## src/rtl/tmp_pkg.sv

```systemverilog
// ----------------------------------------------------------------------------
// Tribonacci matrix power package
// Shared state encoding and constants for the matrix power block.
// ----------------------------------------------------------------------------
package tmp_pkg;

    // Sequencer states.
    typedef enum logic [2:0] {
        ST_IDLE,
        ST_LOAD,
        ST_MAC,
        ST_WAIT,
        ST_STORE,
        ST_NEXT,
        ST_DONE
    } t_state;

    // Register index of the modulus.
    localparam logic [0:0] REG_MODULUS = 1'b0;

    // Reset value of the modulus.
    localparam logic [31:0] MODULUS_RESET = 32'd1000000009;

endpackage

```

## src/rtl/tmp_modmul.sv

```systemverilog
// ----------------------------------------------------------------------------
// Bit-serial modular multiply-accumulate
// Computes (acc + x*y) mod m: the product is built one multiplier bit per
// cycle, MSB first, and the addend joins it in the last step.
// ----------------------------------------------------------------------------
module tmp_modmul #(
    parameter int W = 30
) (
    input  logic         i_clk,
    input  logic         i_rst_n,
    input  logic         i_start,
    input  logic [W-1:0] i_acc,
    input  logic [W-1:0] i_x,
    input  logic [W-1:0] i_y,
    input  logic [W-1:0] i_m,
    output logic         o_done,
    output logic [W-1:0] o_res
);
    localparam int CW = $clog2(W + 1);

    logic [W-1:0]  r_x, n_x;
    logic [W-1:0]  r_y, n_y;
    logic [W-1:0]  r_r, n_r;
    logic [W-1:0]  r_a, n_a;
    logic [W-1:0]  r_c, n_c;
    logic [CW-1:0] r_cnt, n_cnt;
    logic          r_busy, n_busy;
    logic          r_done, n_done;
    logic [W+1:0]  dbl, dbl2, add;
    logic [W-1:0]  step;
    logic [W+1:0]  fin;

    // Reduce a value known to be below twice the modulus.
    function automatic logic [W-1:0] red(input logic [W+1:0] v, input logic [W-1:0] m);
        logic [W+1:0] d;
        d = v - {2'b00, m};
        red = (v >= {2'b00, m}) ? d[W-1:0] : v[W-1:0];
    endfunction

    // One Horner step: r = 2r + bit*x, each term reduced.
    always_comb begin
        dbl  = {1'b0, r_r, 1'b0};
        dbl2 = {2'b00, red(dbl, r_a)};
        add  = dbl2 + (r_y[W-1] ? {2'b00, r_x} : '0);
        step = red(add, r_a);
        // The addend is folded in after the last product bit.
        fin  = {2'b00, step} + {2'b00, r_c};
        n_x = r_x; n_y = r_y; n_r = r_r; n_a = r_a; n_c = r_c;
        n_cnt = r_cnt; n_busy = r_busy; n_done = 1'b0;
        if (i_start) begin
            // The multiplicand and the addend are reduced first, they may equal m when m is tiny.
            n_x = red({2'b00, i_x}, i_m);
            n_y = i_y;
            n_r = '0;
            n_c = red({2'b00, i_acc}, i_m);
            n_a = i_m;
            n_cnt = CW'(W);
            n_busy = 1'b1;
        end else if (r_busy) begin
            n_r = step;
            n_y = {r_y[W-2:0], 1'b0};
            n_cnt = r_cnt - 1'b1;
            if (r_cnt == CW'(1)) begin
                n_r = red(fin, r_a);
                n_busy = 1'b0;
                n_done = 1'b1;
            end
        end
    end

    // Registers.
    always_ff @(posedge i_clk) begin
        if (!i_rst_n) begin
            r_busy <= 1'b0;
            r_done <= 1'b0;
            r_cnt  <= '0;
        end else begin
            r_busy <= n_busy;
            r_done <= n_done;
            r_cnt  <= n_cnt;
        end
        r_x <= n_x;
        r_y <= n_y;
        r_r <= n_r;
        r_a <= n_a;
        r_c <= n_c;
    end

    assign o_done = r_done;
    assign o_res  = r_r;
endmodule

```

## src/rtl/tribonacci_mod_matrix_power_top.sv

```systemverilog
// ----------------------------------------------------------------------------
// Tribonacci term modulo m by 3x3 matrix power
// Square-and-multiply over a shared bit-serial modular MAC.
// ----------------------------------------------------------------------------
// A transaction is taken when i_start is high and o_busy is low. The result
// appears on o_term_value for one cycle with o_valid; it cannot be stalled.
// Each matrix product is 27 MACs on the one serial multiplier, plus a store
// state per entry and a state to commit the matrix. An index n needs one
// product per set bit of n-1 and one squaring per bit above its lowest, up
// to 124 products for the widest index. Index zero, index one and a modulus
// below two skip the products: the sequencer goes from idle straight to its
// done state, and the strobe is registered from that state.
module tribonacci_mod_matrix_power_top #(
    parameter int INDEX_BITS = 63,
    parameter int MOD_BITS   = 30
) (
    input  logic                  i_clk,
    input  logic                  i_rst_n,
    input  logic                  i_start,
    input  logic [INDEX_BITS-1:0] i_term_index,
    output logic                  o_busy,
    output logic                  o_valid,
    output logic [MOD_BITS-1:0]   o_term_value,
    input  logic                  psel,
    input  logic                  penable,
    input  logic                  pwrite,
    input  logic [2:0]            paddr,
    input  logic [31:0]           pwdata,
    output logic [31:0]           prdata,
    output logic                  pready
);
    localparam int W = MOD_BITS;

    tmp_pkg::t_state r_state, n_state;
    logic [W-1:0]          r_mod;
    logic [INDEX_BITS-1:0] r_p, n_p;
    logic [W-1:0]          r_acc [9];
    logic [W-1:0]          r_sq  [9];
    logic [W-1:0]          r_res [9];
    logic                  r_is_sq, n_is_sq;
    logic [1:0]            r_i, r_j, r_k, n_i, n_j, n_k;
    logic [W-1:0]          r_sum;
    logic                  r_valid;
    logic [W-1:0]          r_out;
    logic                  mac_start, mac_done;
    logic [W-1:0]          mac_res, x_op, y_op;
    logic [3:0]            ik, kj, ij;
    logic                  last_k, last_ij;

    // Configuration port.
    assign pready = 1'b1;
    assign prdata = (paddr[2] == tmp_pkg::REG_MODULUS) ? 32'(r_mod) : 32'd0;
    always_ff @(posedge i_clk) begin
        if (!i_rst_n) begin
            r_mod <= W'(tmp_pkg::MODULUS_RESET);
        end else if (psel && penable && pwrite && paddr[2] == tmp_pkg::REG_MODULUS) begin
            r_mod <= pwdata[W-1:0];
        end
    end

    // Operand selection.
    assign ik = 4'(r_i) * 4'd3 + 4'(r_k);
    assign kj = 4'(r_k) * 4'd3 + 4'(r_j);
    assign ij = 4'(r_i) * 4'd3 + 4'(r_j);
    assign x_op = r_is_sq ? r_sq[ik] : r_acc[ik];
    assign y_op = r_sq[kj];
    assign last_k  = (r_k == 2'd2);
    assign last_ij = (r_i == 2'd2) && (r_j == 2'd2);

    tmp_modmul #(.W(W)) u_mac (
        .i_clk(i_clk), .i_rst_n(i_rst_n), .i_start(mac_start),
        .i_acc(r_sum), .i_x(x_op), .i_y(y_op), .i_m(r_mod),
        .o_done(mac_done), .o_res(mac_res)
    );

    // Next state.
    always_comb begin
        n_state = r_state;
        n_p = r_p; n_is_sq = r_is_sq;
        n_i = r_i; n_j = r_j; n_k = r_k;
        case (r_state)
            tmp_pkg::ST_IDLE: begin
                if (i_start) begin
                    n_p = i_term_index - 1'b1;
                    n_state = (i_term_index < INDEX_BITS'(2) || r_mod < W'(2))
                        ? tmp_pkg::ST_DONE : tmp_pkg::ST_LOAD;
                end
            end
            tmp_pkg::ST_LOAD: begin
                n_i = '0; n_j = '0; n_k = '0;
                if (r_p[0]) begin
                    n_is_sq = 1'b0;
                end else begin
                    // An even exponent skips the multiply and squares first.
                    n_p = r_p >> 1;
                    n_is_sq = 1'b1;
                end
                n_state = tmp_pkg::ST_MAC;
            end
            tmp_pkg::ST_MAC: n_state = tmp_pkg::ST_WAIT;
            tmp_pkg::ST_WAIT: begin
                if (mac_done) begin
                    if (last_k) begin
                        n_k = '0;
                        n_state = tmp_pkg::ST_STORE;
                    end else begin
                        n_k = r_k + 1'b1;
                        n_state = tmp_pkg::ST_MAC;
                    end
                end
            end
            tmp_pkg::ST_STORE: begin
                if (last_ij) begin
                    n_state = tmp_pkg::ST_NEXT;
                end else begin
                    n_state = tmp_pkg::ST_MAC;
                    if (r_j == 2'd2) begin
                        n_j = '0;
                        n_i = r_i + 1'b1;
                    end else begin
                        n_j = r_j + 1'b1;
                    end
                end
            end
            tmp_pkg::ST_NEXT: begin
                n_i = '0; n_j = '0;
                if (!r_is_sq) begin
                    // Multiply done; square next unless the exponent is spent.
                    n_p = r_p >> 1;
                    n_is_sq = 1'b1;
                    n_state = ((r_p >> 1) == '0) ? tmp_pkg::ST_DONE : tmp_pkg::ST_MAC;
                end else begin
                    // Square done; multiply if the new low bit is set.
                    if (r_p[0]) begin
                        n_is_sq = 1'b0;
                        n_state = tmp_pkg::ST_MAC;
                    end else begin
                        n_p = r_p >> 1;
                        n_state = ((r_p >> 1) == '0) ? tmp_pkg::ST_DONE : tmp_pkg::ST_MAC;
                    end
                end
            end
            tmp_pkg::ST_DONE: n_state = tmp_pkg::ST_IDLE;
            default: n_state = tmp_pkg::ST_IDLE;
        endcase
    end

    // Outputs of the sequencer.
    always_comb begin
        mac_start = (r_state == tmp_pkg::ST_MAC);
        o_busy = (r_state != tmp_pkg::ST_IDLE);
    end

    // Control registers.
    always_ff @(posedge i_clk) begin
        if (!i_rst_n) begin
            r_state <= tmp_pkg::ST_IDLE;
            r_valid <= 1'b0;
        end else begin
            r_state <= n_state;
            r_valid <= (r_state == tmp_pkg::ST_DONE);
        end
        r_p <= n_p; r_is_sq <= n_is_sq;
        r_i <= n_i; r_j <= n_j; r_k <= n_k;
    end

    // Matrix storage and result register.
    always_ff @(posedge i_clk) begin
        if (r_state == tmp_pkg::ST_IDLE && i_start) begin
            for (int e = 0; e < 9; e++) begin
                r_acc[e] <= (e % 4 == 0) ? W'(1) : '0;
                r_sq[e]  <= (e == 0 || e == 1 || e == 2 || e == 3 || e == 7) ? W'(1) : '0;
            end
        end
        if (r_state == tmp_pkg::ST_LOAD || r_state == tmp_pkg::ST_STORE
            || r_state == tmp_pkg::ST_NEXT) begin
            r_sum <= '0;
        end else if (r_state == tmp_pkg::ST_WAIT && mac_done) begin
            r_sum <= mac_res;
        end
        if (r_state == tmp_pkg::ST_STORE) r_res[ij] <= r_sum;
        if (r_state == tmp_pkg::ST_NEXT) begin
            for (int e = 0; e < 9; e++) begin
                if (r_is_sq) r_sq[e] <= r_res[e];
                else         r_acc[e] <= r_res[e];
            end
        end
        if (r_state == tmp_pkg::ST_DONE) begin
            r_out <= (r_p == '0 && r_mod >= W'(2) && r_acc[1] != W'(0))
                ? r_acc[1] : '0;
        end
    end

    assign o_valid = r_valid;
    assign o_term_value = r_out;
endmodule
```

## config.mk

```make
export PLATFORM = sky130hd
export DESIGN_NAME = tribonacci_mod_matrix_power_top
export DESIGN_NICKNAME = d
export VERILOG_FILES = /design/src/rtl/tmp_pkg.sv /design/src/rtl/tmp_modmul.sv /design/src/rtl/tribonacci_mod_matrix_power_top.sv
export SDC_FILE = /design/constraint.sdc
export NUM_CORES = 2
export LEC_CHECK = 0
export BUFFER_PORTS_ARGS = -buffer_cell sky130_fd_sc_hd__buf_2
export CAP_MARGIN = 20
export CORE_MARGIN = 1.5
export CORE_UTILIZATION = 40
export DETAILED_ROUTE_END_ITERATION = 16
export HOLD_SLACK_MARGIN = 0.06
export PLACE_DENSITY = 0.64
export SETUP_SLACK_MARGIN = 0.5
export SYNTH_ARGS = -nofsm -noshare
export SYNTH_HDL_FRONTEND = slang
export SYNTH_SLANG_ARGS = --single-unit
```

## constraint.sdc

```tcl
create_clock -name i_clk -period 27.1 [get_ports i_clk]
set_input_delay 2.71 -clock i_clk [delete_from_list [all_inputs] [get_ports i_clk]]
set_output_delay 2.71 -clock i_clk [all_outputs]
set_load 0.005 [all_outputs]
```

Yosys cells after proc, flatten, opt, wreduce, memory -nomap -nowiden

Memories as Yosys holds them, arrays and structs flattened.
Cells that the tools add are included.

Add/subtract/negate cells: 15
Multiply operators: 2
$lt $le $gt $ge: 8
Eq/ne operators: 14
Multiplexer cells: 70
Bitwise gates (word level): 21
Reduce and logical (&&, ||, !) cells: 29

Operator list:

| operator                                                           | number |
|---|---|
| two-way mux 30 bit                                                 | 29 |
| two-way mux 63 bit                                                 | 3 |
| case mux 63 bit (3 select lines)                                   | 1 |
| subtractor 30 bit                                                  | 5 |
| zero test 63 bit                                                   | 2 |
| less-than comparator 63 x 2 -> 1 bit, second input constant        | 1 |
| subtractor 63 x 1 -> 63 bit, second input constant                 | 1 |
| adder 30 x 30 -> 31 bit                                            | 2 |
| greater-or-equal comparator 31 x 30 -> 1 bit                       | 2 |
| greater-or-equal comparator 30 bit                                 | 2 |
| greater-or-equal comparator 32 x 30 -> 1 bit                       | 1 |
| greater-or-equal comparator 30 x 2 -> 1 bit, second input constant | 1 |
| less-than comparator 30 x 2 -> 1 bit, second input constant        | 1 |
| nonzero test 30 bit                                                | 1 |
| two-way mux 3 bit                                                  | 8 |
| OR 1 bit                                                           | 18 |
| case mux 3 bit (6 select lines)                                    | 1 |
| two-way mux 1 bit                                                  | 16 |
| adder 4 x 2 -> 4 bit                                               | 3 |
| two-way mux 2 bit                                                  | 6 |
| case mux 2 bit (2 select lines)                                    | 3 |
| two-way mux 5 bit                                                  | 2 |
| == test 3 bit, second input constant                               | 3 |
| logical AND 1 bit                                                  | 8 |
| other kinds (19)                                                   | 39 |

Bits in registers: 321
Memory bits (writable): 810
Bits of input ports: 104
Output and inout port bits: 65
Word-level logic and storage cells: 181
Memories: 3

Memories:

| memory | depth | bits a word | read ports | clocked after memory_dff | wr ports | RTL line                              | RTL |
|---|---|---|---|---|---|---|---|
| r_acc  | 9     | 30          | 2          | 0                        | 9        | tribonacci_mod_matrix_power_top.sv:37 | `logic [W-1:0] r_acc [9];` |
| r_res  | 9     | 30          | 9          | 0                        | 1        | tribonacci_mod_matrix_power_top.sv:39 | `logic [W-1:0] r_res [9];` |
| r_sq   | 9     | 30          | 2          | 0                        | 9        | tribonacci_mod_matrix_power_top.sv:38 | `logic [W-1:0] r_sq [9];` |

Longest topological paths before layout

Depth in word-level cells: 9
Gate-level depth with buffers: 56
Gate-level depth less buffers: 50

Cells and area by module

Synthesis repeated with hierarchy kept, for this count alone.

Cells, all modules: 5385
Area total of the unflattened synthesis: 61176.2 um^2

Modules (own cells, without submodules):

| module                          | times used | cells an instance | area an instance (um^2) | seq. area each (um^2) |
|---|---|---|---|---|
| tribonacci_mod_matrix_power_top | 1          | 3269              | 43305.3                 | 28607.4 |
| tmp_modmul                      | 1          | 2116              | 17870.9                 | 4344.2 |

Worst setup path before layout

OpenSTA, ideal clock, no wires.

Path type: register to register
Start: register u_mac.r_a[1]
End: register u_mac.r_r[10], in the netlist u_mac.o_res[10]
Setup time: 0.261 ns
Arrival time: 11.981 ns
Required time: 26.839 ns
Path slack: 14.857 ns
Stages on the path, launching flop included: 50
Path buffers: 4
Period minus slack after synthesis: 12.243 ns
Cell sequence: edfxtp_1 -> inv_1 -> ha_1 -> nor2b_1 -> o21bai_1 -> a31oi_1 -> o211ai_1 -> a31oi_1 -> a31o_2 -> a31oi_1 -> o21ai_1 -> clkbuf_1 -> mux2_2 -> ha_1 -> a2111oi_0 -> o21ai_0 -> a211oi_1 -> a21oi_1 -> [... 14 more ...] -> a211oi_1 -> o21bai_1 -> o41ai_1 -> o31ai_1 -> a221oi_1 -> xnor2_1 -> ha_1 -> clkbuf_1 -> nor3_1 -> a211o_1 -> o31a_1 -> a311oi_1 -> o31ai_1 -> o21ai_1 -> clkbuf_1 -> mux2_2 -> a222oi_1 -> nor2_1

Cells in the longest elaborated chain, start to end: 9
Elaborated cells between the ends (all ways): 12
Classes of those cells: 5 x add/sub; 3 x order compare; 4 x mux

RTL lines:

| element                                                                                  | RTL line                           | RTL |
|---|---|---|
| start: declaration                                                                       | tmp_modmul.sv:24                   | `logic [W-1:0] r_a, n_a;` |
| start signal: assignment                                                                 | tmp_modmul.sv:85                   | `r_a <= n_a;` |
| subtractor 30 bit / greater-or-equal comparator 31 x 30 -> 1 bit (equally long branches) | tmp_modmul.sv:36, tmp_modmul.sv:37 |  |
| two-way mux 30 bit                                                                       | tmp_modmul.sv:37                   | `red = (v >= {2'b00, m}) ? d[W-1:0] : v[W-1:0];` |
| adder 30 x 30 -> 31 bit                                                                  | tmp_modmul.sv:44                   | `add = dbl2 + (r_y[W-1] ? {2'b00, r_x} : '0);` |
| subtractor 30 bit / greater-or-equal comparator 32 x 30 -> 1 bit (equally long branches) | tmp_modmul.sv:36, tmp_modmul.sv:37 |  |
| two-way mux 30 bit                                                                       | tmp_modmul.sv:37                   |  |
| adder 30 x 30 -> 31 bit                                                                  | tmp_modmul.sv:47                   | `fin = {2'b00, step} + {2'b00, r_c};` |
| subtractor 30 bit / greater-or-equal comparator 31 x 30 -> 1 bit (equally long branches) | tmp_modmul.sv:36, tmp_modmul.sv:37 |  |
| two-way mux 30 bit                                                                       | tmp_modmul.sv:37                   |  |
| two-way mux 30 bit *                                                                     | tmp_modmul.sv:63                   | `if (r_cnt == CW'(1)) begin` |
| end signal: assignment                                                                   | tmp_modmul.sv:84                   | `r_r <= n_r;` |
| end: declaration                                                                         | tmp_modmul.sv:23                   | `logic [W-1:0] r_r, n_r;` |

Mark *: on every way between the ends. The rest lies on a longest branch, timed or not.
A chain may end at the register's enable or synchronous reset.

Worst setup path after layout

Start: register u_mac.r_a[1]
End: register u_mac.r_r[16], in the netlist u_mac.o_res[16]

Same word-level chain as after synthesis.

==> metrics <==
Site Rows=approximately 140; Top delay family on crit path=compound AO/OA/AOI/OAI gates; layout cells sized above 1=roughly 15%; HP Class=reg -> reg; FF+latch area=about 33000 um2; WL per Instance=~23 um; Crit Path Class=reg -> reg; first-pass GRT wire length=around 240000 um; PortBufs=between 150 and 200; final-stage net count=about 5200; Worst-path clk slew=about 0.060 ns; core area=roughly 150000 um2; Die Wd=between 300 and 400 um; detailed-route DRC error count=0; maximum buffer depth of the clock tree=3; Final period util=about three fifths; Clock Skew=roughly 0.063 ns; multi-input logic area=roughly 26000 um2; antenna violations before repair=9; Num CTS Buffers=approximately 120; via/cell ratio=between 5 and 6; Tot Pwr=around 9 mW; Slowest cell on crit path=a2111oi_0; Leak=about 25 nW; largest net degree at the start of global routing=around 160; critical path buffer and inverter count=5; worst hold slack=0.472 ns; Finish-stage setup viols=0; CTS H-tree depth=3; count of pins over their slew limit=0; worst slew pin tran=1.14 ns; Post-Syn Area per Cell=between 10 and 15 um2; EDFF count, synth=between 1000 and 1500; status=finished, final reports clean; highest clock rate=~64 MHz; Synth-to-Final Area Change=11.6%; gr usage total=roughly a fifth; Rel. slew slack=between 20 and 25%; Post-Syn Area=60000 um2; Synth Flop Type=edfxtp_1; Required @ worst endpoint=27.67 ns; Die H=~400 um; post-CTS setup buffer count=0; Filler cells=between 10000 and 15000; Die ar.=152000 um2; IO Pins=roughly 170; max_cap viols=0; DRT iter0 DRCs=3725; vias in the first global route=~39000; critical path peak fanout=35; Syn. warnings=0; sequential fraction of the synthesis area=around 55%; Initial Util=around 40%; crit end category=register; hold_buf cts=0; startpoint types=register; Max rail drop VDD=0.000199 V; worst skew pair latency=between 0.7 and 0.8 ns; pwr dens=132 nW/um2; Cells after Synth=4802; DRT Wirelength=about 160000 um; Crit path largest cell delay=a little under 1 ns; Post-DRT Antenna Nets=0; Fin. Hold Viols=0; Tmin final=approximately 16 ns; vias=between 30000 and 40000; RSZ-0062 raised after global routing=false; CP Data Arrival Time=between 15 and 20 ns; Root Buffer=clkbuf_16; distinct cell type count after synthesis=82; GRT overflow=0; setup TNS=0 ns; RePlAce Congestion=0.953; Post-CTS Resized=0; Async S/R FF share, synth=0%; hpwl dp=between 100000 and 150000 um; 1st-pass router iterations=6; Yosys reg bits=around 1100; Core Util, Final=about 45%; CTS Sinks=approximately 1100; CTS tree=built
-- per-layer routing --
layer | track usage [%] | part of all wire [%] | vias up
met4 | 8.05 | 3.4 | 14
met2 | 34.9 | 47 | 1320
met1 | 28.6 | 43 | 19629
met3 | 3.05 | 6.1 | 263
met5 | 0 | 0.060 | -
li1 | - | - | 18258
-- report_power, final --
group / total, mW / switching [mW] / internal, mW
Clock: 1.61 / 0.689 / 0.923
Combinational: 5.12 / 2.92 / 2.19
Sequential: 2.11 / 0.0816 / 2.03
-- cells in the mapped netlist, types with 8 or more instances --
| library cell | n | share of area (%) |
|---|---|---|
| a21o_1 | 94 | 1.2 |
| fa_1 | 11 | 0.37 |
| nand4_1 | 33 | 0.34 |
| inv_1 | 122 | 0.76 |
| nand3_1 | 52 | 0.43 |
| a21oi_1 | 292 | 2.4 |
| dfxtp_1 | 101 | 3.4 |
| a21boi_0 | 10 | 0.13 |
| o31ai_1 | 15 | 0.19 |
| a22oi_1 | 54 | 0.68 |
| o21bai_1 | 20 | 0.25 |
| a221o_1 | 13 | 0.22 |
| mux2i_1 | 74 | 1.2 |
| nand2_1 | 321 | 2.0 |
| nor2b_1 | 23 | 0.24 |
| xor2_1 | 76 | 1.1 |
| clkbuf_1 | 199 | 1.2 |
| nor3_1 | 51 | 0.43 |
| o41ai_1 | 9 | 0.13 |
| or2_2 | 18 | 0.19 |
| buf_1 | 25 | 0.16 |
| nand2b_1 | 30 | 0.31 |
| a211oi_1 | 27 | 0.34 |
| and3_1 | 18 | 0.19 |
| mux4_2 | 210 | 7.9 |
| a41oi_1 | 10 | 0.15 |
| edfxtp_1 | 1030 | 52 |
| mux2_2 | 112 | 2.1 |
| ha_1 | 225 | 4.7 |
| and4_1 | 8 | 0.12 |
| o21a_1 | 23 | 0.29 |
| o211ai_1 | 30 | 0.38 |
| xnor2_1 | 166 | 2.4 |
| a222oi_1 | 18 | 0.30 |
| and2_1 | 607 | 6.3 |
| nor4_1 | 51 | 0.53 |
| o21ai_0 | 199 | 1.7 |
| a31oi_1 | 29 | 0.30 |
| or3_1 | 23 | 0.24 |
| nor2_1 | 265 | 1.7 |
-- flip-flops by register name, summed over array words and instances, names as in the netlist, 63 cells and up --
name / cells
r_res: 270
r_sq: 270
r_p: 63
r_acc: 270
-- area by class of cell --
| type | instances | area share, % |
|---|---|---|
| antenna | 3 | 0.0112 |
| inverter | 123 | 0.693 |
| clock inverter | 64 | 1.08 |
| timing repair buffer | 219 | 1.96 |
| tap | 2002 | 3.74 |
| clock buffer | 152 | 4.60 |
| multi-input combinational | 3316 | 38.7 |
| sequential | 1131 | 49.2 |
-- cell usage in the layout, fill, tap and decap left out, types with 101 or more instances in the layout --
| master | Yosys | layout |
|---|---|---|
| edfxtp_1 | 1030 | 1030 |
| xnor2_1 | 166 | 164 |
| inv_1 | 122 | 120 |
| and2_1 | 607 | 607 |
| nor2_1 | 265 | 256 |
| a21oi_1 | 292 | 290 |
| nand2_1 | 321 | 319 |
| ha_1 | 225 | 222 |
| dfxtp_1 | 101 | 101 |
| clkbuf_16 | 0 | 116 |
| mux2_2 | 112 | 112 |
| mux4_2 | 210 | 210 |
| o21ai_0 | 199 | 199 |
| buf_2 | 4 | 161 |
-- cell families after synthesis --
family / after synthesis / share of synthesized area (%)
multiplexers: 396 / 11.2
flip-flops: 1131 / 54.9
adder cells (fa/ha/maj): 236 / 5.06
other: 2 / 0.0125
AO/OA/AOI/OAI: 907 / 9.53
buffers and inverters: 356 / 2.27
AND/OR/NAND/NOR: 1532 / 13.5
XOR/XNOR: 242 / 3.53
-- metrics by stage --
step | instance area, um2 | worst slack (ns) | cells
floorplan | 60000 | 14.86 | 4803
global placement | 63100 | 12.22 | 6790
detailed placement | 63200 | 12.09 | 6791
CTS | 67000 | 11.95 | 7007
global route | 67000 | 10.61 | 7007
finish | 67000 | 11.37 | 7010
-- worst reg2reg max path: cells and delay by family (launching register included) --
family | cells | cell delay, ns
AO/OA/AOI/OAI | 30 | 8.88
XOR/XNOR | 2 | 0.34
adder cells (fa/ha/maj) | 6 | 2.12
buffers and inverters | 5 | 1.27
flip-flops | 1 | 0.38
multiplexers | 3 | 1.02
AND/OR/NAND/NOR | 7 | 1.54
-- path summary, 6_finish.rpt --
check / startpoint / to / slack (ns) / cells past startpoint
worst max register to register: u_mac.r_a[1] / u_mac.o_res[16] / 11.37 / 53
worst min-delay path: r_mod[23] / u_mac.r_a[23] / 0.47 / 0
worst min register to register: r_mod[23] / u_mac.r_a[23] / 0.47 / 0
worst max-delay path: u_mac.r_a[1] / u_mac.o_res[16] / 11.37 / 53
Note: power is estimated with default switching activity, not from simulation.
